File: config.mk
export PLATFORM = sky130hd
export DESIGN_NAME = nis_update_cell
export DESIGN_NICKNAME = d
export VERILOG_FILES = /design/src/rtl/nis_pkg.sv /design/src/rtl/nis_update_cell.sv
export SDC_FILE = /design/constraint.sdc
export NUM_CORES = 1
export LEC_CHECK = 0
export ABC_CLOCK_PERIOD_IN_PS = 4200
export BUFFER_PORTS_ARGS = -buffer_cell sky130_fd_sc_hd__buf_2
export CAP_MARGIN = 20
export CELL_PAD_IN_SITES_DETAIL_PLACEMENT = 0
export CELL_PAD_IN_SITES_GLOBAL_PLACEMENT = 1
export CORE_ASPECT_RATIO = 0.5
export CORE_UTILIZATION = 32
export CTS_BUF_LIST = sky130_fd_sc_hd__clkbuf_4 sky130_fd_sc_hd__clkbuf_8
export CTS_CLUSTER_DIAMETER = 60
export DETAILED_ROUTE_END_ITERATION = 10
export PLACE_DENSITY = 0.91
export SETUP_SLACK_MARGIN = 0.3
export SLEW_MARGIN = 20
export SYNTH_ARGS = -nofsm -noshare
export SYNTH_HDL_FRONTEND = slang
export SYNTH_SLANG_ARGS = --single-unit
export TNS_END_PERCENT = 10
File: constraint.sdc
create_clock -name clk -period 4.2 [get_ports clk]
set_clock_uncertainty 0.1 [all_clocks]
set_input_delay 0.42 -clock clk [delete_from_list [all_inputs] [get_ports clk]]
set_output_delay 0.42 -clock clk [all_outputs]
set_load 0.05 [all_outputs]
File: src/rtl/nis_pkg.sv
`default_nettype none
// ----------------------------------------------------------------------------
// nis_pkg
// Shared types and constants for the Newton integer square root core.
// ----------------------------------------------------------------------------
package nis_pkg;

  localparam int unsigned WORD_W = 32;
  localparam int unsigned ROOT_W = 16;

  localparam logic [WORD_W-1:0] SEED_LIMIT_LOW   = 32'd4194304;
  localparam logic [WORD_W-1:0] SEED_LIMIT_MID   = 32'd134217728;
  localparam logic [WORD_W-1:0] SEED_OFFSET_LOW  = 32'd63;
  localparam logic [WORD_W-1:0] SEED_OFFSET_MID  = 32'd255;
  localparam logic [WORD_W-1:0] SEED_OFFSET_HIGH = 32'd1023;

  typedef struct packed {
    logic              valid;
    logic [WORD_W-1:0] number;
    logic [WORD_W-1:0] guess;
    logic [WORD_W-1:0] rem;
    logic [WORD_W-1:0] dend;
    logic [WORD_W-1:0] quot;
  } nis_lane_t;

endpackage
`default_nettype wire

File: src/rtl/nis_update_cell.sv
`default_nettype none
// ----------------------------------------------------------------------------
// nis_update_cell
// Close one Newton step: guess becomes (guess + quotient) / 2.
// ----------------------------------------------------------------------------
module nis_update_cell
  import nis_pkg::*;
(
  input  wire logic      clk,
  input  wire logic      rst_n,
  input  wire logic      en,
  input  wire nis_lane_t lane_i,
  output nis_lane_t      lane_o
);

  nis_lane_t         lane_r;
  nis_lane_t         lane_nxt;
  logic [WORD_W-1:0] sum;

  always_comb begin
    sum             = lane_i.guess + lane_i.quot;
    lane_nxt        = '0;
    lane_nxt.valid  = lane_i.valid;
    lane_nxt.number = lane_i.number;
    lane_nxt.dend   = lane_i.number;
    // hold a zero guess at zero
    lane_nxt.guess  = (lane_i.guess == '0) ? '0 : (sum >> 1);
  end

  always_ff @(posedge clk) begin
    if (!rst_n) begin
      lane_r.valid <= 1'b0;
    end else if (en) begin
      lane_r.valid <= lane_nxt.valid;
    end
    if (en) begin
      lane_r.number <= lane_nxt.number;
      lane_r.guess  <= lane_nxt.guess;
      lane_r.rem    <= lane_nxt.rem;
      lane_r.dend   <= lane_nxt.dend;
      lane_r.quot   <= lane_nxt.quot;
    end
  end

  assign lane_o = lane_r;

endmodule
`default_nettype wire

==> metrics.md <==
| Metric | Value |
|---|---|
| Crit path arrival time | 3.32 ns |
| Area post-placement | approximately 5300 um2 |
| Number of antenna violations at the first check in global routing | 2 |
| FF+latch count, synth | 64 |
| Kind of critical path | in2reg |
| Area Overhead vs Synth | 20.40% |
| Mapped cell area | approximately 4600 um2 |
| Critical path launch point type | primary input |
| Area leader, netlist | edfxtp_1 |
| Grt ovf | 0 |
| Asr flop ratio synth | 0% |
| Routability cong. | 0.8614 |
| IO Count | approximately 330 |
| Slew Limit Headroom | a little under half |
| Post-DP HPWL | 9197 um |
| CP Buf/Inv Count | 2 |
| Drt wl/cell | about 14 um |
| Clock insertion delay at the later pin of the skew report | between 0.3 and 0.4 ns |
| Power Dens Cells | 428.9 nW/um2 |
| Crit-path leading delay family | compound AO/OA/AOI/OAI gates |
| Final period util | 76.46% |
| Rows | 30 |
| Synthesized instance count | around 450 |
| Worst Tran Pin Value | 0.8216 ns |
| Cell at the slowest stage of the critical path | o32a_1 |
| Final ANT Viol Nets | 0 |
| Final-layout fill cell count | 1,367 |
| Multi-input logic area | 2110 um2 |
| Critical path cell sequence | buf_2 > and2_1 > fa_1 > a21o_1 > a221oi_4 > o22ai_2 > o32a_1 > a41o_1 > mux2i_1 > a2111oi_0 > buf_4 |
| TritonCTS clock tree | done |
| Commonest non-fill, non-tap cell in the layout | buf_2 |
| Yosys top cell area share | 41.29% |
| Vias | 3,725 |
| Layout cell share with drive strength beyond 1 | a little over a third |
| Smallest hold slack | between 0.15 and 0.2 ns |
| # resized after CTS | 0 |
| Most frequent cells in the layout | buf_2 (195), conb_1 (65), edfxtp_1 (63), nor2_1 (32), a21oi_1 (31) |
| Routed vias/inst | around 4.6 |
| Number of remaining DRC errors | 0 |
| # placed instances | 793 |
| RSZ-0062 raised after global routing | no |
| Post-Layout Inst Area | around 5500 um2 |
| Max reg flops | 64 |
| CORE AREA | between 10,000 and 15,000 um2 |
| Yosys warning count | 0 |
| Post-synthesis cell type count | between 50 and 60 |
| Die Wd | roughly 170 um |
| Post-CTS Setup Repair Bufs | 0 |
| CTS hold repair buffers | 0 |
| HP Class | in2reg |
| Worst reg-to-reg setup slack | roughly 3.5 ns |
| Fin nets | ~800 |
| Drt pass-1 iters | 5 |
| Metal2 WL | 5557 um |
| Max-Cap Viols | 0 |
| Gr usage total | between 10% and 20% |
| Critical path required time | roughly 4.3 ns |
| Post-route setup slack | roughly 0.99 ns |
| Final setup fails | 0 |
| Met3 Wirelength | between 800 and 900 um |
| Largest stage delay, worst path | about 0.44 ns |
| H-tree depth | 3 |
| Sink Count | 64 |
| Final Hold Vio Count | 0 |
| Layout Cells excl Fill | a little over 800 |
| Final TNS setup | 0 ns |
| Sequential area share after synthesis | a little over two fifths |
| Routed met1 length | ~4600 um |
| Post-synth EDFFs | 63 |
| Max IR drop VDD | ~0.18 mV |
| Post-synth top flop | edfxtp_1 |
| Max Clk Rate | about 0.31 GHz |
| Status | complete, no violations |
| Root buf cell | clkbuf_8 |
| Largest net degree at the start of global routing | 36 |
| DRT Wirelength | ~11,000 um |
| Setup crit end kind | flip-flop |
| TritonCTS buffer count | 9 |
| FF/Latch Area | around 1900 um2 |
| Final min period | ~3.2 ns |
| Dpl ws | between 0.6 and 0.7 ns |
| Iteration-0 DRC Markers | approximately 270 |
| Number of global-route vias before repair | around 3,300 |
| Initial core utilization | about a third |
| PortBufs | roughly 200 |
| Clock tree buffer depth | 2 |
| Die ar. | ~15,000 um2 |
| Leak | 2.571 nW |
| Crit Path Max Fanout | 5 |
| Synth top area cells | edfxtp_1 (41%), buf_4 (16%), ha_1 (8.2%) |
| Max Slew Vio Count | 0 |
| First-pass GRT wire length | around 17,000 um |
| DR top layer | met5 |
| Synth Area per Inst | ~10 um2 |
| Die height | around 87 um |
| Clk slew on worst S/H paths | around 0.070 ns |
==> where the power goes <==
group	switching [W]	internal [W]
registers	0.0000215	0.000798
clock network	0.000241	0.000334
logic	0.000736	0.000235
total	0.000999	0.00137
==> final timing paths <==
path	startpoint	cells after the start	to
max	lane_i[96]	11	lane_o[117]$_SDFFCE_PN0P_
min reg2reg	lane_o[160]$_SDFFE_PN0P_	2	lane_o[160]$_SDFFE_PN0P_
min	lane_i[138]	1	lane_o[138]$_DFFE_PP_
max reg2reg	lane_o[160]$_SDFFE_PN0P_	2	lane_o[160]$_SDFFE_PN0P_
==> worst register-to-register path, stage by stage, from the launching register on <==
cell and delay (ns):
dfxtp_1 0.31, mux2i_1 0.12, nor2b_1 0.06
==> layer usage <==
layer | vias to the layer above | global-route usage, %
met5 | - | 0
met4 | 2 | 5.519
met3 | 18 | 3.151
met2 | 172 | 26.02
met1 | 1718 | 17.65
li1 | 1815 | -
==> final cells by class <==
class / count / area share (%)
antenna: 1 / 0.04536
clock buffer: 9 / 2.245
clock inverter: 7 / 1.746
inverter: 9 / 0.6124
multi-input combinational: 330 / 38.24
sequential: 64 / 34.66
tap: 192 / 4.355
timing repair buffer: 198 / 18.10
==> metrics by stage <==
stage,util [%],total power [W]
6_report,40.05,0.002366
3_3_place_gp,38.43,0.001794
3_5_place_dp,38.43,0.001804
4_1_cts,40.03,0.002382
5_1_grt,40.03,0.002474
2_1_floorplan,-,0.001654
==> synthesized netlist by cell type, drive strengths merged, types with 2 or more instances <==
| cell type | n |
|---|---|
| a2111oi | 2 |
| a21boi | 3 |
| a21o | 20 |
| a21oi | 31 |
| a311oi | 2 |
| a31o | 3 |
| a31oi | 2 |
| a41o | 3 |
| and2 | 3 |
| and3 | 2 |
| buf | 97 |
| clkbuf | 11 |
| edfxtp | 63 |
| ha | 30 |
| inv | 9 |
| mux2i | 2 |
| nand2 | 19 |
| nand3 | 7 |
| nand4 | 9 |
| nor2 | 33 |
| nor2b | 3 |
| nor3 | 7 |
| nor3b | 2 |
| nor4 | 10 |
| o211ai | 4 |
| o21a | 6 |
| o21ai | 17 |
| o21bai | 5 |
| or2 | 2 |
| xnor2 | 16 |
| xor2 | 7 |
==> cell families after synthesis <==
family          Yosys count  synth area share, %
fa+ha+maj                31                8.629
flops                    64                41.73
xor+xnor                 23                4.396
compound gates          111                16.82
buf+inv                 117                17.53
simple gates             98                10.38
other cells               1              0.08184
mux                       2               0.4369
Note: power is estimated with default switching activity, not from simulation.
