==> config.mk <==
export PLATFORM = sky130hd
export DESIGN_NAME = nis_seed
export DESIGN_NICKNAME = d
export VERILOG_FILES = /design/src/rtl/nis_pkg.sv /design/src/rtl/nis_seed.sv
export SDC_FILE = /design/constraint.sdc
export NUM_CORES = 1
export LEC_CHECK = 0
export BUFFER_PORTS_ARGS = -buffer_cell sky130_fd_sc_hd__buf_2
export CAP_MARGIN = 20
export CORE_MARGIN = 10
export CORE_UTILIZATION = 45
export DETAILED_ROUTE_END_ITERATION = 10
export GPL_TIMING_DRIVEN = 0
export PLACE_DENSITY = 0.81
export SLEW_MARGIN = 20
export SYNTH_ARGS = -nofsm -noshare
export SYNTH_HDL_FRONTEND = slang
export SYNTH_SLANG_ARGS = --single-unit
==> constraint.sdc <==
create_clock -name clk -period 2.8 [get_ports clk]
set_input_delay 0.28 -clock clk [delete_from_list [all_inputs] [get_ports clk]]
set_output_delay 0.28 -clock clk [all_outputs]
set_load 0.02 [all_outputs]
==> src/rtl/nis_pkg.sv <==
`default_nettype none
// ----------------------------------------------------------------------------
// nis_pkg
// Shared types and constants for the Newton integer square root core.
// ----------------------------------------------------------------------------
package nis_pkg;

  localparam int unsigned WORD_W = 32;
  localparam int unsigned ROOT_W = 16;

  localparam logic [WORD_W-1:0] SEED_LIMIT_LOW   = 32'd4194304;
  localparam logic [WORD_W-1:0] SEED_LIMIT_MID   = 32'd134217728;
  localparam logic [WORD_W-1:0] SEED_OFFSET_LOW  = 32'd63;
  localparam logic [WORD_W-1:0] SEED_OFFSET_MID  = 32'd255;
  localparam logic [WORD_W-1:0] SEED_OFFSET_HIGH = 32'd1023;

  typedef struct packed {
    logic              valid;
    logic [WORD_W-1:0] number;
    logic [WORD_W-1:0] guess;
    logic [WORD_W-1:0] rem;
    logic [WORD_W-1:0] dend;
    logic [WORD_W-1:0] quot;
  } nis_lane_t;

endpackage
`default_nettype wire

==> src/rtl/nis_seed.sv <==
`default_nettype none
// ----------------------------------------------------------------------------
// nis_seed
// Pick the range seed and load the first division cell lane.
// ----------------------------------------------------------------------------
module nis_seed
  import nis_pkg::*;
(
  input  wire logic              clk,
  input  wire logic              rst_n,
  input  wire logic              en,
  input  wire logic              in_valid,
  input  wire logic [WORD_W-1:0] in_number,
  output nis_lane_t              lane_o
);

  nis_lane_t lane_r;
  nis_lane_t lane_nxt;

  always_comb begin
    lane_nxt        = '0;
    lane_nxt.valid  = in_valid;
    lane_nxt.number = in_number;
    lane_nxt.dend   = in_number;
    if (in_number == '0) begin
      lane_nxt.guess = '0;
    end else if (in_number <= SEED_LIMIT_LOW) begin
      lane_nxt.guess = (in_number >> 10) + SEED_OFFSET_LOW;
    end else if (in_number <= SEED_LIMIT_MID) begin
      lane_nxt.guess = (in_number >> 12) + SEED_OFFSET_MID;
    end else begin
      lane_nxt.guess = (in_number >> 14) + SEED_OFFSET_HIGH;
    end
  end

  always_ff @(posedge clk) begin
    if (!rst_n) begin
      lane_r.valid <= 1'b0;
    end else if (en) begin
      lane_r.valid <= lane_nxt.valid;
    end
    if (en) begin
      lane_r.number <= lane_nxt.number;
      lane_r.guess  <= lane_nxt.guess;
      lane_r.rem    <= lane_nxt.rem;
      lane_r.dend   <= lane_nxt.dend;
      lane_r.quot   <= lane_nxt.quot;
    end
  end

  assign lane_o = lane_r;

endmodule
`default_nettype wire

==> run_results.csv, run 1 <==
group,metric,value,unit
outcome,status,"complete, no violations",
detailed_routing,vias,2863,
cts,cts-root-buf,"clkbuf_8",
detailed_routing,first_pass_iters,6,
die,core-area,8180,um2
power,p_leak,0.00235,uW
synthesis,ys_types,46,
synthesis,synthArstFlopShare,0,%
power,power_density,438,nW/um2
hold_path,hold_class,"input port to flip-flop",
critical_path,cp-end-kind,"flip-flop",
finish,stdcell_area,4900,um2
synthesis,synthFlopType,"edfxtp_1",
synthesis,synthCells,338,
finish,fin_cells,650,
cts,clk_latency,0.32,ns
detailed_routing,vias_per_cell,4.40,
timing,rsz0062_at_grt,"no",
finish,largest_reg_flops,56,
global_route,grt_usage,14.1,%
cts,cts_hold_buf,0,
global_route,grt_pass1_vias,2993,
placement,hpwl,7860,um
synthesis,syn_area,3770,um2
detailed_routing,first_iter_violations,96,
detailed_routing,post-route-drc-count,0,
global_route,antenna_found_initial,0,
finish,num_antenna_cells,0,
timing,fin_crit,2.39,ns
placement,place_ws,0.0771,ns
cts,post-cts-setup-buffers,0,
finish,syn_to_final_growth,29.8,%
placement,io_buffers,123,
placement,place_area,4810,um2
critical_path,worstSetupPathType,"input port to flip-flop",
timing,setup_violations,0,
critical_path,crit_arrival,2.44,ns
synthesis,yosys.area.top_type_share,43.8,%
finish,final_cell_mix,"122 x buf_2, 106 x buf_4, 77 x conb_1",
critical_path,cp.required,2.85,ns
finish,fin_nets,586,
global_route,grt-ovfl-total,0,
synthesis,avgSynthCellArea,11.2,um2
job,maxCapViolations,0,
timing,tns,0,ns
placement,place.gp.congestion,0.897,
synthesis,yosysTopAreaCell,"edfxtp_1",
critical_path,path_max_fanout,10,
timing,finalHoldViolCount,0,
power,ir_worst_vdd,0.201,mV
synthesis,synth-edff-count,55,
finish,layout_commonest_cell,"buf_2",
finish,final_layout_size_suffix_gt1_share,46.8,%
die,rows,33,
detailed_routing,wl,9450,um
cts,cts_inserted_buffers,5,
timing,fin_worst_skew,0,ns
synthesis,yosys_warnings,0,
die,ios,197,
critical_path,start_kind,"input port",
synthesis,synth_area_leaders,"edfxtp_1 44%, buf_4 21%, xor2_1 5.3%",
global_route,grt_max_degree,57,
die,die_y,112,um
detailed_routing,wl_per_cell,14.5,um
cts,clockBufferDepth,2,
synthesis,synth_seq_cells,56,
timing,max_freq,419,MHz
timing,slew_headroom,36.1,%
timing,worst_slack,0.413,ns
cts,cts_max_level,2,
die,start_util,46.2,%
cts,clk_pin_slew,0.10,ns
timing,final_max_slew_viol_count,0,
cts,cts_tree,"built",
die,dieArea,12500,um2
synthesis,seq_area_frac_synth,44.3,%
cts,clock_sinks,56,
detailed_routing,ant_nets,0,
die,die_w,112,um
global_route,grt_pass1_wl,14600,um
cts,cts_resized,0,
timing,worst_slew_pin_slew,0.950,ns
placement,placedCellCount,642,
timing,timing.final.crit_share,85.2,%
stage by stage:
| stage | utilization, % | total power [uW] | hold slack, ns |
|---|---|---|---|
| floorplan | - | 1510 | 0.379 |
| global placement | 58.8 | 1690 | 0.474 |
| detailed placement | 58.8 | 1700 | 0.476 |
| CTS | 59.9 | 2160 | 0.139 |
| global route | 59.9 | 2250 | 0.136 |
| finish | 59.9 | 2140 | 0.143 |
area by class of cell:
| class | instances | area [um2] |
|---|---|---|
| fillers | 662 | 3270 |
| flip-flops and latches | 56 | 1670 |
| multi-input cells | 233 | 1450 |
| plain buffers | 116 | 908 |
| repair buffers | 123 | 618 |
| well taps | 105 | 131 |
| clock buffers | 5 | 68.8 |
| inverters | 9 | 33.8 |
| clock inverters | 3 | 22.5 |
report_power, final:
group,switching [uW],leakage [uW],internal [uW],total (uW)
logic,405,0.00175,259,663
clock network,277,0.0000485,180,457
registers,24.9,0.000546,999,1020
total,707,0.00235,1440,2140
synthesized netlist by cell type, drive strengths merged, types with 4 or more instances:
cell type  number
xnor2          14
clkbuf          5
o21ai           4
ha              6
a21oi          11
inv             9
nand3           9
nor2            8
o22ai           9
nand4           5
xor2           23
edfxtp         55
mux2i          14
nor4            5
nand2          16
nor3            5
buf           111
critical path, cell delays in order:
cell and delay [ns]:
buf_2 0.11, clkbuf_1 0.19, inv_1 0.15, ha_1 0.21, nor4b_1 0.36, nand4_1 0.23
o21ai_4 0.40, buf_12 0.20, mux2i_1 0.22, o22ai_2 0.09
logic make-up (layout without fill, tap and decap cells):
group                      Yosys count  in the layout  synth area share (%)
and+or+nand+nor                     67             67                  10.5
buffers and inverters              125            256                  25.0
muxes                               15             15                  4.01
AOI/OAI and AO/OA                   31             31                  5.57
other                                1             77                0.0993
adders and majority gates            6              6                  1.99
DFF                                 56             56                  44.3
xor gates and xnor gates            37             37                  8.58
metal layers:
metal / track usage (%) / part of all wire (%) / vias up
met2: 25.0 / 49 / 157
met3: 6.98 / 12 / 9
met1: 14.4 / 38 / 1284
met5: 0 / 0 / -
li1: - / - / 1413
met4: 4.03 / 1.0 / 0
final timing paths:
path	endpoint	cells after the start	from	slack (ns)
setup reg to reg	lane_o[160]	2	lane_o[160]	2.20
setup / recovery	lane_o[103]	10	in_number[14]	0.41
hold reg to reg	lane_o[160]	2	lane_o[160]	0.53
hold / removal	lane_o[133]	1	in_number[5]	0.14
Note: power is estimated with default switching activity, not from simulation.
==> run 2: changes to the inputs <==
--- a/config.mk
+++ b/config.mk
@@ -7,6 +7,7 @@
 export LEC_CHECK = 0
 export BUFFER_PORTS_ARGS = -buffer_cell sky130_fd_sc_hd__buf_2
 export CAP_MARGIN = 20
+export CORE_ASPECT_RATIO = 1.25
 export CORE_MARGIN = 10
 export CORE_UTILIZATION = 45
 export DETAILED_ROUTE_END_ITERATION = 10
==> run_results.csv, run 2 (synthesis gave the netlist of run 1 again) <==
group,metric,value,unit
critical_path,path_max_fanout,10,
global_route,met2_usage,25.1,%
outcome,status,"complete, no violations",
timing,rsz0062_at_grt,"no",
detailed_routing,wl_per_cell,14.5,um
global_route,top_usage_layer,"met2",
cts,cts_max_level,2,
finish,final_layout_size_suffix_gt1_share,46.8,%
finish,syn_to_final_growth,29.6,%
finish,num_antenna_cells,0,
cts,clk_latency,0.32,ns
detailed_routing,post-route-drc-count,0,
placement,io_buffers,123,
timing,fin_worst_skew,0,ns
hold_path,hold_class,"input port to flip-flop",
detailed_routing,wl,9320,um
die,start_util,46.1,%
die,die_y,122,um
timing,setup_violations,0,
cts,clk_pin_slew,0.10,ns
power,power_density,438,nW/um2
timing,max_freq,406,MHz
cts,cts_tree,"built",
detailed_routing,first_pass_iters,4,
power,p_leak,0.00235,uW
die,core-area,8190,um2
critical_path,crit_arrival,2.52,ns
detailed_routing,vias,2895,
die,die_w,102,um
placement,place.gp.congestion,0.784,
cts,cts-root-buf,"clkbuf_8",
critical_path,worstSetupPathType,"input port to flip-flop",
cts,post-cts-setup-buffers,0,
global_route,grt_pass1_wl,13700,um
finish,final_cell_mix,"122 x buf_2, 106 x buf_4, 77 x conb_1",
global_route,use_met3,7.03,%
cts,cts_inserted_buffers,5,
detailed_routing,first_iter_violations,128,
critical_path,cp-end-kind,"flip-flop",
timing,worst_slew_pin_slew,1.05,ns
placement,hpwl,7720,um
die,rows,37,
job,maxCapViolations,0,
critical_path,start_kind,"input port",
finish,largest_reg_flops,56,
detailed_routing,ant_nets,0,
critical_path,cp.required,2.86,ns
cts,cts_hold_buf,0,
timing,final_max_slew_viol_count,0,
global_route,grt_max_degree,57,
die,dieArea,12500,um2
timing,tns,0,ns
timing,fin_crit,2.46,ns
finish,fin_nets,586,
global_route,grt-ovfl-total,0,
global_route,met1_usage,13.0,%
cts,clock_sinks,56,
detailed_routing,vias_per_cell,4.51,
cts,clockBufferDepth,2,
finish,layout_commonest_cell,"buf_2",
cts,cts_resized,0,
power,totalPowerFinal,2140,uW
die,ios,197,
power,ir_worst_vdd,0.205,mV
timing,finalHoldViolCount,0,
global_route,antenna_found_initial,0,
timing,slew_headroom,29.4,%
global_route,grt_usage,13.8,%
global_route,grt_pass1_vias,2917,
timing,timing.final.crit_share,87.9,%
-- run 2: cell counts in the layout (fill, tap and decap cells not counted) --
Identical to the previous run, type by type.
-- run 2: routing by layer --
| metal | wire length [um] | up-vias |
|---|---|---|
| met5 | 0 | - |
| met4 | 170 | 0 |
| met3 | 1150 | 18 |
| met2 | 4600 | 151 |
| met1 | 3400 | 1317 |
| li1 | - | 1409 |
-- run 2: stage by stage --
step	std cells	setup slack (ns)	area [um2]	util, %	hold slack, ns
2_1_floorplan	414	0.601	4060	-	0.379
3_3_place_gp	634	0.137	4800	58.5	0.473
3_5_place_dp	634	0.0201	4800	58.6	0.475
4_1_cts	642	0.340	4890	59.7	0.138
5_1_grt	642	0.220	4890	59.7	0.134
6_report	642	0.340	4890	59.7	0.145
-- run 2: worst paths after layout --
kind | from | cells past startpoint | endpoint | slack, ns
max | in_number[14] | 10 | lane_o[96] | 0.34
min | in_number[2] | 1 | lane_o[130] | 0.15
max reg2reg | lane_o[160] | 2 | lane_o[160] | 2.21
min reg2reg | lane_o[160] | 2 | lane_o[160] | 0.53
-- run 2: power by group --
group / leakage [uW] / internal [uW] / switching, uW / total (uW)
Combinational: 0.00175 / 259 / 405 / 663
Sequential: 0.000546 / 999 / 23.7 / 1020
Clock: 0.0000485 / 180 / 275 / 454
Total: 0.00235 / 1440 / 703 / 2140
-- run 2: critical path, cell delays in order --
cell and delay [ns]:
buf_2 0.11, clkbuf_1 0.19, inv_1 0.15, ha_1 0.21, nor4b_1 0.34, nand4_1 0.26
o21ai_4 0.41, buf_12 0.19, mux2i_1 0.25, o22ai_1 0.12
-- run 2: layout make-up --
class / count / area (um2)
buffer: 116 / 908
clock buffer: 5 / 68.8
clock inverter: 3 / 22.5
fill: 690 / 3300
inverter: 9 / 33.8
multi-input combinational: 233 / 1450
sequential: 56 / 1670
tap: 97 / 121
timing repair buffer: 123 / 618
==> run 3: changes to the inputs <==
--- a/config.mk
+++ b/config.mk
@@ -7,12 +7,14 @@
 export LEC_CHECK = 0
 export BUFFER_PORTS_ARGS = -buffer_cell sky130_fd_sc_hd__buf_2
 export CAP_MARGIN = 20
+export CELL_PAD_IN_SITES_DETAIL_PLACEMENT = 0
+export CELL_PAD_IN_SITES_GLOBAL_PLACEMENT = 1
 export CORE_ASPECT_RATIO = 1.25
 export CORE_MARGIN = 10
-export CORE_UTILIZATION = 45
+export CORE_UTILIZATION = 34
 export DETAILED_ROUTE_END_ITERATION = 10
 export GPL_TIMING_DRIVEN = 0
-export PLACE_DENSITY = 0.81
+export PLACE_DENSITY = 0.82
 export SLEW_MARGIN = 20
 export SYNTH_ARGS = -nofsm -noshare
 export SYNTH_HDL_FRONTEND = slang
==> constraint.sdc (replaced) <==
create_clock -name clk -period 2.8 [get_ports clk]
set_input_delay 0.56 -clock clk [delete_from_list [all_inputs] [get_ports clk]]
set_output_delay 0.56 -clock clk [all_outputs]
set_load 0.02 [all_outputs]
==> run_results.csv, run 3 (synthesis gave the netlist of run 1 again) <==
group,metric,value,unit
critical_path,start_kind,"input port",
power,power_density,488,nW/um2
timing,worst_slew_pin_slew,1.04,ns
timing,fin_worst_skew,0,ns
timing,fin_crit,2.52,ns
placement,place.gp.congestion,0.826,
critical_path,worstSetupPathType,"input port to flip-flop",
die,core-area,10700,um2
timing,finalHoldViolCount,0,
critical_path,crit_arrival,2.66,ns
global_route,grt_max_degree,57,
die,start_util,35.2,%
timing,final_max_slew_viol_count,0,
placement,place_area,4840,um2
finish,layout_commonest_cell,"buf_2",
detailed_routing,post-route-drc-count,0,
finish,fillers,1009,
cts,cts_max_level,2,
power,p_leak,0.00242,uW
die,die_y,138,um
timing,timing.final.crit_share,89.9,%
detailed_routing,vias_per_cell,4.24,
global_route,grt-ovfl-total,0,
timing,max_freq,397,MHz
die,die_w,114,um
power,ir_worst_vdd,0.205,mV
finish,largest_reg_flops,56,
critical_path,cp.required,2.94,ns
cts,cts_hold_buf,0,
critical_path,crit_cells,10,
finish,syn_to_final_growth,34.6,%
global_route,grt_pass1_vias,2960,
outcome,status,"complete, no violations",
timing,setup_violations,0,
finish,final_cell_mix,"122 x buf_2, 111 x buf_4, 77 x conb_1",
die,dieArea,15700,um2
global_route,grt_usage,11.5,%
global_route,antenna_found_initial,0,
placement,io_buffers,123,
cts,clock_sinks,56,
cts,clk_latency,0.29,ns
critical_path,cp-end-kind,"flip-flop",
critical_path,crit_end,"lane_o[97]",
die,ios,197,
detailed_routing,wl,9720,um
finish,utilization,47.4,%
cts,clockBufferDepth,2,
critical_path,reg2reg_slack,2.20,ns
detailed_routing,first_pass_iters,4,
finish,fin_cells,681,
finish,multi_input_area,1460,um2
job,maxCapViolations,0,
timing,rsz0062_at_grt,"no",
critical_path,reg2reg_depth,2,
detailed_routing,ant_nets,0,
finish,fin_nets,591,
critical_path,critPathMaxStageDelay,0.33,ns
hold_path,hold_class,"input port to flip-flop",
detailed_routing,vias,2886,
timing,slew_headroom,30.1,%
critical_path,r2r-end,"lane_o[160]",
critical_path,path_max_fanout,8,
cts,cts_tree,"built",
placement,placedCellCount,669,
critical_path,timing.critical_path.cells,"buf_2 > clkbuf_1 > inv_1 > ha_1 > nor4b_2 > nand4_1 > o21ai_4 > buf_4 > mux2_2 > o22ai_1",
critical_path,slowest_stage,"mux2_2",
cts,cts_inserted_buffers,5,
critical_path,crit_start,"in_number[14]",
finish,final_layout_size_suffix_gt1_share,47.4,%
critical_path,rr_startpoint,"lane_o[160]",
global_route,grt_pass1_wl,14600,um
critical_path,cp.buffers_inverters,4,
finish,stdcell_area,5080,um2
finish,seq_area,1670,um2
detailed_routing,wl_per_cell,14.3,um
die,rows,42,
critical_path,critPathTopFamily,"buffers and inverters",
detailed_routing,first_iter_violations,82,
cts,cts-root-buf,"clkbuf_16",
placement,hpwl,7990,um
finish,num_antenna_cells,0,
cts,clk_pin_slew,0.07,ns
## run 3: per-stage QoR
| stage | TNS (ns) | worst slack, ns | hold slack, ns | total power [uW] |
|---|---|---|---|---|
| CTS | 0 | 0.0379 | 0.450 | 2490 |
| global route | 0 | 0.0925 | 0.451 | 2590 |
| finish | 0 | 0.284 | 0.458 | 2480 |
| floorplan | 0 | 0.321 | 0.589 | 1510 |
| global placement | -1.75 | -0.201 | 0.491 | 1700 |
| detailed placement | -2.27 | -0.249 | 0.530 | 1710 |
## run 3: cell type report
cell class / instances / share of cell area (%)
sequential: 56 / 32.9
multi-input combinational: 233 / 28.7
inverter: 9 / 0.665
buffer: 116 / 17.9
tap: 132 / 3.25
clock inverter: 2 / 1.18
timing repair buffer: 128 / 12.9
clock buffer: 5 / 2.46
## run 3: routing by layer
metal  track usage, %  wire, um  vias to the layer above
li1                 -         -                     1416
met1             11.1      3420                     1315
met2             20.5      4930                      147
met3             6.53      1270                        8
met4             3.14        92                        0
met5                0         0                        -
## run 3: timing repair
item                       CTS  global route
setup endpoints to repair    0            12
gates resized for setup      0             2
setup buffers                0             5
## run 3: worst min path at each step
stage                  end  slack (ns)  depth (start not counted)    startpoint
6_report       lane_o[135]        0.46                          1  in_number[7]
5_1_grt        lane_o[133]        0.45                          1  in_number[5]
4_1_cts        lane_o[135]        0.45                          1  in_number[7]
3_5_place_dp   lane_o[160]        0.53                          2   lane_o[160]
3_3_place_gp   lane_o[160]        0.49                          2   lane_o[160]
2_1_floorplan  lane_o[160]        0.59                          2   lane_o[160]
## run 3: power breakdown
part           internal, uW  total (uW)  switching (uW)
logic                   260         667             407
registers              1000        1020            24.3
clock network           508         788             281
total                  1770        2480             712
