$ cat src/rtl/nis_pkg.sv
`default_nettype none
// ----------------------------------------------------------------------------
// nis_pkg
// Shared types and constants for the Newton integer square root core.
// ----------------------------------------------------------------------------
package nis_pkg;

  localparam int unsigned WORD_W = 32;
  localparam int unsigned ROOT_W = 16;

  localparam logic [WORD_W-1:0] SEED_LIMIT_LOW   = 32'd4194304;
  localparam logic [WORD_W-1:0] SEED_LIMIT_MID   = 32'd134217728;
  localparam logic [WORD_W-1:0] SEED_OFFSET_LOW  = 32'd63;
  localparam logic [WORD_W-1:0] SEED_OFFSET_MID  = 32'd255;
  localparam logic [WORD_W-1:0] SEED_OFFSET_HIGH = 32'd1023;

  typedef struct packed {
    logic              valid;
    logic [WORD_W-1:0] number;
    logic [WORD_W-1:0] guess;
    logic [WORD_W-1:0] rem;
    logic [WORD_W-1:0] dend;
    logic [WORD_W-1:0] quot;
  } nis_lane_t;

endpackage
`default_nettype wire

$ cat src/rtl/nis_div_cell.sv
`default_nettype none
// ----------------------------------------------------------------------------
// nis_div_cell
// One restoring division step: one quotient bit of number / guess.
// ----------------------------------------------------------------------------
module nis_div_cell
  import nis_pkg::*;
(
  input  wire logic      clk,
  input  wire logic      rst_n,
  input  wire logic      en,
  input  wire nis_lane_t lane_i,
  output nis_lane_t      lane_o
);

  nis_lane_t       lane_r;
  nis_lane_t       lane_nxt;
  logic [WORD_W:0] trial;
  logic [WORD_W:0] diff;

  always_comb begin
    trial    = {lane_i.rem, lane_i.dend[WORD_W-1]};
    diff     = trial - {1'b0, lane_i.guess};
    lane_nxt = lane_i;
    lane_nxt.dend = {lane_i.dend[WORD_W-2:0], 1'b0};
    if (!diff[WORD_W]) begin
      lane_nxt.rem  = diff[WORD_W-1:0];
      lane_nxt.quot = {lane_i.quot[WORD_W-2:0], 1'b1};
    end else begin
      lane_nxt.rem  = trial[WORD_W-1:0];
      lane_nxt.quot = {lane_i.quot[WORD_W-2:0], 1'b0};
    end
  end

  always_ff @(posedge clk) begin
    if (!rst_n) begin
      lane_r.valid <= 1'b0;
    end else if (en) begin
      lane_r.valid <= lane_nxt.valid;
    end
    if (en) begin
      lane_r.number <= lane_nxt.number;
      lane_r.guess  <= lane_nxt.guess;
      lane_r.rem    <= lane_nxt.rem;
      lane_r.dend   <= lane_nxt.dend;
      lane_r.quot   <= lane_nxt.quot;
    end
  end

  assign lane_o = lane_r;

endmodule
`default_nettype wire

$ cat config.mk
export PLATFORM = sky130hd
export DESIGN_NAME = nis_div_cell
export DESIGN_NICKNAME = d
export VERILOG_FILES = /design/src/rtl/nis_pkg.sv /design/src/rtl/nis_div_cell.sv
export SDC_FILE = /design/constraint.sdc
export NUM_CORES = 1
export LEC_CHECK = 0
export ABC_CLOCK_PERIOD_IN_PS = 3120
export BUFFER_PORTS_ARGS = -buffer_cell sky130_fd_sc_hd__buf_2
export CAP_MARGIN = 20
export CORE_ASPECT_RATIO = 2
export CORE_MARGIN = 1
export CORE_UTILIZATION = 43
export CTS_CLUSTER_SIZE = 20
export DETAILED_ROUTE_END_ITERATION = 7
export PLACE_DENSITY_LB_ADDON = 0.12
export SYNTH_ARGS = -nofsm -noshare
export SYNTH_HDL_FRONTEND = slang
export SYNTH_SLANG_ARGS = --single-unit
$ cat constraint.sdc
create_clock -name clk -period 3.12 [get_ports clk]
set_input_delay 0.624 -clock clk [delete_from_list [all_inputs] [get_ports clk]]
set_output_delay 0.624 -clock clk [all_outputs]
set_load 0.02 [all_outputs]
==> run_results.csv, run 1 <==
group,metric,value,unit
yosys,synth-adder-area-share,5.75,%
grt,grt_pass1_vias,5999,
finish,design_area,10300,um^2
hold_path,min_from,"lane_i[49]",
route,drt_iter0_markers,251,
grt,overflow,0,
finish,area_delta_synth_final,41.0,%
placement,portBuffers,322,
job,max_cap_violations,0,
clock_tree,root_buffer,"clkbuf_16",
yosys,synth_area,7310,um^2
die,die_w,94.2,um
grt,grtUsageMet3,6.11,%
yosys,synth_cells,508,
yosys,synth_area_leaders,"edfxtp_1 (65%), ha_1 (5.5%), mux2_4 (5.1%)",
yosys,synth_cell_types,52,
route,ant_nets,0,
placement,dp_hpwl,16.2,mm
yosys,synthSimpleGateAreaFrac,7.09,%
finish,layout-drive-gt1-share,50.0,%
yosys,synth_top_family_by_area,"compound AO/OA/AOI/OAI gates",
yosys,yosys.area.top_type,"edfxtp_1",
yosys,avgSynthCellArea,14.4,um^2
hold_path,hold_depth,1,
route,drc,0,
power_and_ir_drop,p_leak,4.77,nW
finish,multi_input_area,2320,um^2
hold_path,hold_path.class,"in2reg",
clock_tree,post_cts_buffers,0,
yosys,synth-seq-cells,160,
yosys,synth_compound_area_share,9.36,%
route,viasPerCell,5.08,
sta,timing_hold_violations_final,0,
die,pin_count,325,
critical_path,arrival,3.32,ns
die,rows,67,
sta,min_period,3.02,ns
grt,grt_busiest_layer,"met2",
finish,final_cells,1130,
clock_tree,clk_latency,0.41,ns
yosys,synth_xor_area_share,2.76,%
finish,n_fill_cell,1361,
clock_tree,numCtsBuffers,17,
sta,slew_violations,0,
clock_tree,clock_sinks,160,
critical_path,critPathRequiredTime,3.41,ns
clock_tree,hold_buffers,0,
sta,tns,0,ns
grt,grt_first_pass_wirelength,30.6,mm
placement,place_congestion,0.869,
sta,setup_viol,0,
outcome,status,"finished, final reports clean",
clock_tree,clk_pin_slew,0.06,ns
sta,finClkSkew,0,ns
grt,met2_usage,45.4,%
placement,placed_cells,1097,
die,die-area,17600,um^2
sta,slew_headroom,64.6,%
critical_path,crit_path_end_kind,"flop",
clock_tree,cts_tree,"yes",
finish,nNetsFinal,1106,
sta,max_freq,331,MHz
critical_path,reg2reg_from,"lane_o[160]",
yosys,synthFlopType,"edfxtp_1",
critical_path,r2r-end,"lane_o[160]",
power_and_ir_drop,power.density,594,nW/um^2
finish,largest_reg_flops,160,
sta,worst_slew_pin_slew,0.531,ns
die,die_y,186,um
hold_path,min_to,"lane_o[50]",
power_and_ir_drop,peakVddDrop,375,uV
yosys,synth_top_area_share,65.3,%
critical_path,rr_worst_depth,2,
yosys,synth_nets,705,
finish,regArea,4790,um^2
yosys,synth_edf_count,159,
placement,place_area,9700,um^2
die,core_area,16700,um^2
route,first_pass_iters,6,
yosys,synth_warnings,0,
clock_tree,htreeDepth,4,
finish,utilization,61.8,%
critical_path,crit_type,"in2reg",
route,wl,20.3,mm
yosys,async_flop_share,0,%
critical_path,path_max_fanout,3,
yosys,yosysSeqAreaShare,65.6,%
critical_path,cp-start-kind,"input port",
grt,antenna_found_initial,3,
grt,grt_max_degree,54,
route,wl_per_cell,18.0,um
critical_path,r2r_slack,2.52,ns
die,start_util,43.8,%
route,vias,5743,
grt,met1_usage,20.2,%
yosys,synthMuxAreaShare,6.42,%
clock_tree,cts.path.max_buffers,2,
sta,grt_setup_unrepaired,"false",
grt,grt_usage,23.5,%
sta,period_share,96.9,%
-- metal layers --
layer  share of wire, %  routed length [um]
met1                 31                6290
met2                 57               11500
met4                5.0                1020
met5                  0                   0
met3                7.3                1490
-- stage by stage --
| stage | setup slack [ns] | hold WS (ns) | total power [mW] |
|---|---|---|---|
| after floorplan | 0.0156 | 0.589 | 3.49 |
| after global placement | -0.503 | 0.498 | 4.05 |
| after detailed placement | -0.488 | 0.515 | 4.08 |
| after CTS | 0.0503 | 0.353 | 6.20 |
| after global routing | 0.00384 | 0.354 | 6.37 |
| final | 0.0971 | 0.371 | 6.12 |
-- worst max path at each step --
stage | start | endpoint | slack, ns | depth (start not counted)
after floorplan | lane_i[63] | lane_o[68] | 0.02 | 12
after CTS | lane_i[63] | lane_o[83] | 0.05 | 13
after global routing | lane_i[63] | lane_o[83] | 0.004 | 13
after global placement | lane_i[63] | lane_o[90] | -0.50 | 13
after detailed placement | lane_i[63] | lane_o[90] | -0.49 | 13
final | lane_i[63] | lane_o[90] | 0.1 | 13
-- cells by family after synthesis --
group,after synthesis
compound gates,107
xor+xnor,23
fa+ha+maj,33
buf+inv,50
flops,160
mux,34
other cells,1
simple gates,100
-- layout by cell type (no fill, tap or decap), types with 13 or more instances in the layout --
cell / count
edfxtp_1: 159
buf_2: 321
nand2_1: 27
xnor2_1: 13
mux2_4: 25
buf_4: 69
a21oi_1: 36
a21o_1: 18
nor2_1: 18
ha_1: 32
inv_1: 38
o21ai_0: 17
clkbuf_16: 17
-- cell usage after synthesis, drive strengths merged, types with 8 or more instances --
| cell type | instances |
|---|---|
| a21o | 18 |
| a21oi | 39 |
| edfxtp | 159 |
| ha | 32 |
| inv | 38 |
| mux2 | 28 |
| nand2 | 27 |
| nand2b | 8 |
| nand3 | 10 |
| nor2 | 19 |
| o21ai | 18 |
| xnor2 | 13 |
| xor2 | 10 |
-- critical path, stage by stage --
cell and delay (ns):
buf_2 0.07, inv_1 0.04, ha_1 0.22, fa_1 0.39, nand2b_1 0.19, a21oi_2 0.20
o211ai_1 0.15, a21oi_1 0.26, a41o_1 0.27, a2111oi_1 0.10, nor4_2 0.48, buf_4 0.19
mux2_4 0.12
-- layout make-up --
type	instances	share of cell area, %
flip-flops and latches	160	46.5
repair buffers	394	21.3
diodes	3	0.0728
inverters	38	1.38
clock buffers	18	4.16
well taps	207	2.51
clock inverters	12	1.55
multi-input cells	298	22.5
-- power breakdown --
| part | leakage (nW) | internal, mW | switching (mW) | total (mW) |
|---|---|---|---|---|
| Combinational | 2.93 | 0.599 | 0.772 | 1.37 |
| Sequential | 1.56 | 2.61 | 0.0499 | 2.66 |
| Clock | 0.284 | 1.26 | 0.838 | 2.10 |
-- repair_timing --
| item | CTS | global route |
|---|---|---|
| setup endpoints to repair | 1 | 28 |
| gates resized for setup | 1 | 3 |
| pin swaps | 0 | 1 |
| cloned | 0 | 0 |
Power figures use the tool's default switching activity.
==> inputs of run 2 (changes only) <==
- CORE_UTILIZATION: 43 -> 38
==> run_results.csv, run 2 (same netlist as run 1, synthesis figures left out) <==
group,metric,value,unit
outcome,status,"finished, final reports clean",
finish,layout_common_cells,"buf_2 (321), edfxtp_1 (159), buf_4 (75)",
grt,antenna_found_initial,2,
critical_path,cp-start-kind,"input port",
finish,layout-drive-gt1-share,50.5,%
power_and_ir_drop,clkPwrFrac,32.7,%
placement,dpl_worst_slack,-0.440,ns
route,first_pass_iters,4,
sta,setup_viol,0,
route,wl,21.2,mm
clock_tree,post_cts_buffers,0,
sta,timing_hold_violations_final,0,
power_and_ir_drop,p_leak,4.80,nW
die,core_area,18800,um^2
finish,nNetsFinal,1113,
hold_path,min_from,"lane_i[141]",
power_and_ir_drop,power,6.03,mW
sta,timing.final.ws_setup,0.102,ns
critical_path,critPathRequiredTime,3.28,ns
sta,slew_headroom,62.2,%
die,pin_count,325,
die,rows,71,
clock_tree,hold_buffers,0,
critical_path,crit_path_end_kind,"flop",
die,start_util,38.8,%
sta,min_period,3.02,ns
sta,worst_slew_pin_slew,0.567,ns
grt,grt_usage,21.0,%
critical_path,crit_type,"in2reg",
finish,area_delta_synth_final,42.4,%
finish,final_cells,1186,
die,die_w,100,um
route,drt_iter0_markers,174,
finish,regArea,4790,um^2
finish,layout_commonest_cell,"buf_2",
route,vias,5681,
grt,grt_max_degree,57,
sta,finClkSkew,0,ns
clock_tree,htreeDepth,4,
route,viasPerCell,4.79,
critical_path,slowest_delay,0.39,ns
critical_path,path_cells,"buf_2 > inv_1 > ha_1 > fa_1 > nand2b_4 > a21oi_4 > o211ai_1 > a21oi_2 > o31a_2 > mux2i_2 > nor2_4 > clkbuf_16 > mux2_4",
power_and_ir_drop,comb_power_share,23.2,%
power_and_ir_drop,sequentialPowerShare,44.1,%
route,drc,0,
finish,design_area,10400,um^2
power_and_ir_drop,p_switching,1.70,mW
placement,portBuffers,322,
sta,max_freq,331,MHz
grt,grt_first_pass_wirelength,30.8,mm
placement,placed_cells,1151,
route,ant_nets,0,
job,max_cap_violations,0,
power_and_ir_drop,switching_share,28.2,%
placement,place_area,9790,um^2
finish,n_fill_cell,1701,
clock_tree,numCtsBuffers,17,
clock_tree,root_buffer,"clkbuf_16",
finish,multi_input_area,2330,um^2
sta,fin_hold_ws,0.374,ns
power_and_ir_drop,peakVddDrop,312,uV
critical_path,path_max_fanout,12,
clock_tree,ctsResizeCount,0,
grt,grt_pass1_vias,5859,
critical_path,cp_slowest_cell,"fa_1",
critical_path,worstSetupStartpoint,"lane_i[63]",
route,wl_per_cell,17.9,um
power_and_ir_drop,p_int,4.33,mW
critical_path,reg2reg_from,"lane_o[160]",
grt,overflow,0,
clock_tree,cts.path.max_buffers,2,
clock_tree,clk_latency,0.41,ns
clock_tree,cts_tree,"yes",
placement,dp_hpwl,17.0,mm
hold_path,hold_path.class,"in2reg",
die,die-area,19800,um^2
power_and_ir_drop,power.density,579,nW/um^2
clock_tree,clk_pin_slew,0.07,ns
die,die_y,198,um
finish,largest_reg_flops,160,
placement,place_congestion,0.925,
sta,period_share,96.7,%
critical_path,arrival,3.18,ns
clock_tree,clock_sinks,160,
sta,slew_violations,0,
## run 2: cell types whose count changed in the layout (fill, tap and decap cells not counted), sizes merged
cell / before / now
inv: 41 / 43
clkinvlp: 1 / 4
buf: 394 / 400
diode: 3 / 2
bufinv: 3 / 1
## run 2: layer usage
layer / GRT usage (%) / vias up / part of all wire (%) / wire length, um
met1: 18.5 / 2708 / 32 / 6820
met2: 43.4 / 224 / 60 / 12700
met4: 8.64 / 0 / 2.0 / 417
met5: 0 / - / 0 / 0
met3: 4.66 / 25 / 6.3 / 1330
li1: - / 2724 / - / -
## run 2: path summary, 6_finish.rpt
check	to	cells after the start	slack [ns]
worst max-delay path	lane_o[69]	13	0.10
worst min register to register	lane_o[160]	2	0.51
worst min-delay path	lane_o[141]	1	0.37
worst max register to register	lane_o[160]	2	2.54
## run 2: power by group through the flow
| stage | clock [mW] | sequential (mW) | combinational (mW) |
|---|---|---|---|
| floorplan | 0 | 2.98 | 0.512 |
| global placement | 0 | 2.70 | 1.37 |
| detailed placement | 0 | 2.71 | 1.39 |
| CTS | 2.03 | 2.66 | 1.39 |
| global route | 2.09 | 2.68 | 1.50 |
| finish | 1.97 | 2.66 | 1.40 |
## run 2: final cells by class
cell class,instances,share of cell area [%]
clock buffers,17,4.09
inverters,38,1.37
well taps,255,3.07
multi-input cells,298,22.4
clock inverters,15,1.29
diodes,2,0.0481
repair buffers,401,21.7
flip-flops and latches,160,46.1
## run 2: metrics by stage
stage | utilization, % | setup TNS [ns]
after global placement | 52.0 | -12.16
after global routing | 55.3 | -0.0138
after detailed placement | 52.0 | -13.14
final | 55.3 | 0
after floorplan | - | 0
after CTS | 55.0 | 0
## run 2: critical path: cells and delay by family
kind,cells,cell delay [ns]
buffers and inverters,3,0.32
and+or+nand+nor,2,0.25
AOI/OAI and AO/OA,4,0.76
muxes,2,0.58
adders and majority gates,2,0.62
==> inputs of run 3 (changes only) <==
- ABC_CLOCK_PERIOD_IN_PS: 3120 -> 3400
- BUFFER_PORTS_ARGS: -buffer_cell sky130_fd_sc_hd__buf_2 -> not set
- CTS_CLUSTER_SIZE: 20 -> 16
- DONT_BUFFER_PORTS: not set -> 1
- clock period: 3.12 -> 3.4 ns (I/O delays scaled with it)
==> run_results.csv, run 3 (same netlist as run 1, synthesis figures left out) <==
group,metric,value,unit
outcome,status,"finished, final reports clean",
critical_path,path_cells,"inv_1 > ha_1 > fa_1 > nand2b_1 > a21oi_1 > buf_4 > o211ai_1 > a21oi_1 > o31a_2 > mux2i_1 > nor2_4 > buf_12 > mux2_4",
grt,antenna_found_initial,0,
sta,finClkSkew,0,ns
finish,area_delta_synth_final,14.2,%
finish,diodes,0,
finish,largest_reg_flops,160,
clock_tree,htreeDepth,4,
route,vias,4222,
sta,grt_setup_unrepaired,"false",
critical_path,slowest_delay,0.41,ns
finish,layout-drive-gt1-share,15.6,%
finish,design_area,8350,um^2
placement,place_congestion,0.817,
route,ant_nets,0,
critical_path,critPathRequiredTime,3.58,ns
finish,nNetsFinal,736,
die,rows,71,
clock_tree,ctsResizeCount,0,
clock_tree,cts_tree,"yes",
finish,layout_common_cells,"edfxtp_1 (159), inv_1 (38), a21oi_1 (38)",
sta,setup_viol,0,
clock_tree,post_cts_buffers,0,
die,pin_count,325,
critical_path,cp-start-kind,"input port",
route,viasPerCell,5.23,
critical_path,worstSetupStartpoint,"lane_i[63]",
clock_tree,root_buffer,"clkbuf_16",
critical_path,reg2reg_from,"lane_o[160]",
finish,layout_commonest_cell,"edfxtp_1",
route,drt_iter0_markers,148,
critical_path,cp_slowest_cell,"fa_1",
clock_tree,clk_latency,0.42,ns
power_and_ir_drop,peakVddDrop,359,uV
critical_path,r2r-end,"lane_o[160]",
job,max_cap_violations,0,
die,die-area,19800,um^2
grt,grt_pass1_vias,4246,
route,first_pass_iters,4,
clock_tree,numCtsBuffers,17,
sta,min_period,3.18,ns
power_and_ir_drop,power.density,631,nW/um^2
grt,grt_usage,17.8,%
clock_tree,cts.path.max_buffers,2,
critical_path,path_max_fanout,20,
die,core_area,18800,um^2
finish,multi_input_area,2300,um^2
placement,place_area,7750,um^2
route,drc,0,
die,die_w,100,um
route,wl_per_cell,22.0,um
hold_path,hold_path.class,"in2reg",
placement,portBuffers,0,
sta,slew_headroom,63.9,%
clock_tree,clk_pin_slew,0.06,ns
clock_tree,hold_buffers,0,
critical_path,rr_worst_depth,2,
critical_path,crit_path_end_kind,"flop",
sta,tns,0,ns
grt,grt_first_pass_wirelength,25.1,mm
placement,placed_cells,775,
finish,final_cells,807,
grt,grt_max_degree,161,
finish,n_fill_cell,1743,
sta,worst_slew_pin_slew,0.539,ns
route,wl,17.7,mm
hold_path,min_from,"lane_i[24]",
power_and_ir_drop,p_leak,3.26,nW
critical_path,arrival,3.37,ns
clock_tree,clock_sinks,160,
critical_path,cp_common_cell,"a21oi_1",
critical_path,crit_end,"lane_o[82]",
critical_path,crit_type,"in2reg",
grt,overflow,0,
die,die_y,198,um
critical_path,r2r_slack,2.66,ns
sta,slew_violations,0,
sta,period_share,93.6,%
placement,dp_hpwl,13.8,mm
sta,timing_hold_violations_final,0,
die,start_util,38.8,%
sta,max_freq,314,MHz
finish,regArea,4790,um^2
run 3: cell types whose count changed in the layout (fill, tap and decap cells not counted), sizes merged:
| cell | change |
|---|---|
| buf | -376 |
| clkinvlp | -3 |
| inv | -3 |
| bufinv | +2 |
| clkinv | +2 |
| diode | -2 |
| clkbuf | +1 |
run 3: layout make-up:
| class | instances | share of cell area [%] |
|---|---|---|
| sequential | 160 | 57.4 |
| multi-input combinational | 298 | 27.6 |
| clock buffer | 19 | 5.19 |
| tap | 255 | 3.82 |
| timing repair buffer | 24 | 2.31 |
| clock inverter | 13 | 1.95 |
| inverter | 38 | 1.71 |
run 3: critical path: cells and delay by family:
| kind | cells | cell delay (ns) |
|---|---|---|
| AOI/OAI and AO/OA | 4 | 0.80 |
| adders and majority gates | 2 | 0.64 |
| muxes | 2 | 0.60 |
| buffers and inverters | 3 | 0.35 |
| and+or+nand+nor | 2 | 0.27 |
run 3: metrics by stage:
step / setup slack (ns) / hold slack [ns] / util [%] / power, mW
3_5_place_dp: -0.237 / 0.635 / 41.2 / 3.39
2_1_floorplan: 0.186 / 0.589 / - / 3.20
6_report: 0.218 / 0.338 / 44.3 / 5.26
5_1_grt: 0.0968 / 0.315 / 44.3 / 5.46
4_1_cts: 0.222 / 0.311 / 44.3 / 5.33
3_3_place_gp: -0.225 / 0.619 / 41.2 / 3.39
run 3: where the power goes:
group | total, mW | internal [mW] | switching (mW) | leakage, nW
Clock | 1.92 | 1.16 | 0.764 | 0.287
Sequential | 2.73 | 2.41 | 0.321 | 1.56
Combinational | 0.608 | 0.309 | 0.298 | 1.41
run 3: routing by layer:
metal / GRT usage (%) / share of wire, % / up-vias
li1: - / - / 1962
met1: 14.6 / 29 / 2025
met2: 35.6 / 60 / 206
met3: 6.64 / 7.7 / 29
met4: 8.48 / 2.6 / 0
met5: 0 / 0 / -
run 3: how the worst min path moves through the flow:
stage / cells after the start / slack (ns) / endpoint
final: 0 / 0.34 / lane_o[25]
after global routing: 0 / 0.32 / lane_o[23]
after CTS: 0 / 0.31 / lane_o[22]
after detailed placement: 2 / 0.64 / lane_o[160]
after global placement: 2 / 0.62 / lane_o[160]
after floorplan: 2 / 0.59 / lane_o[160]
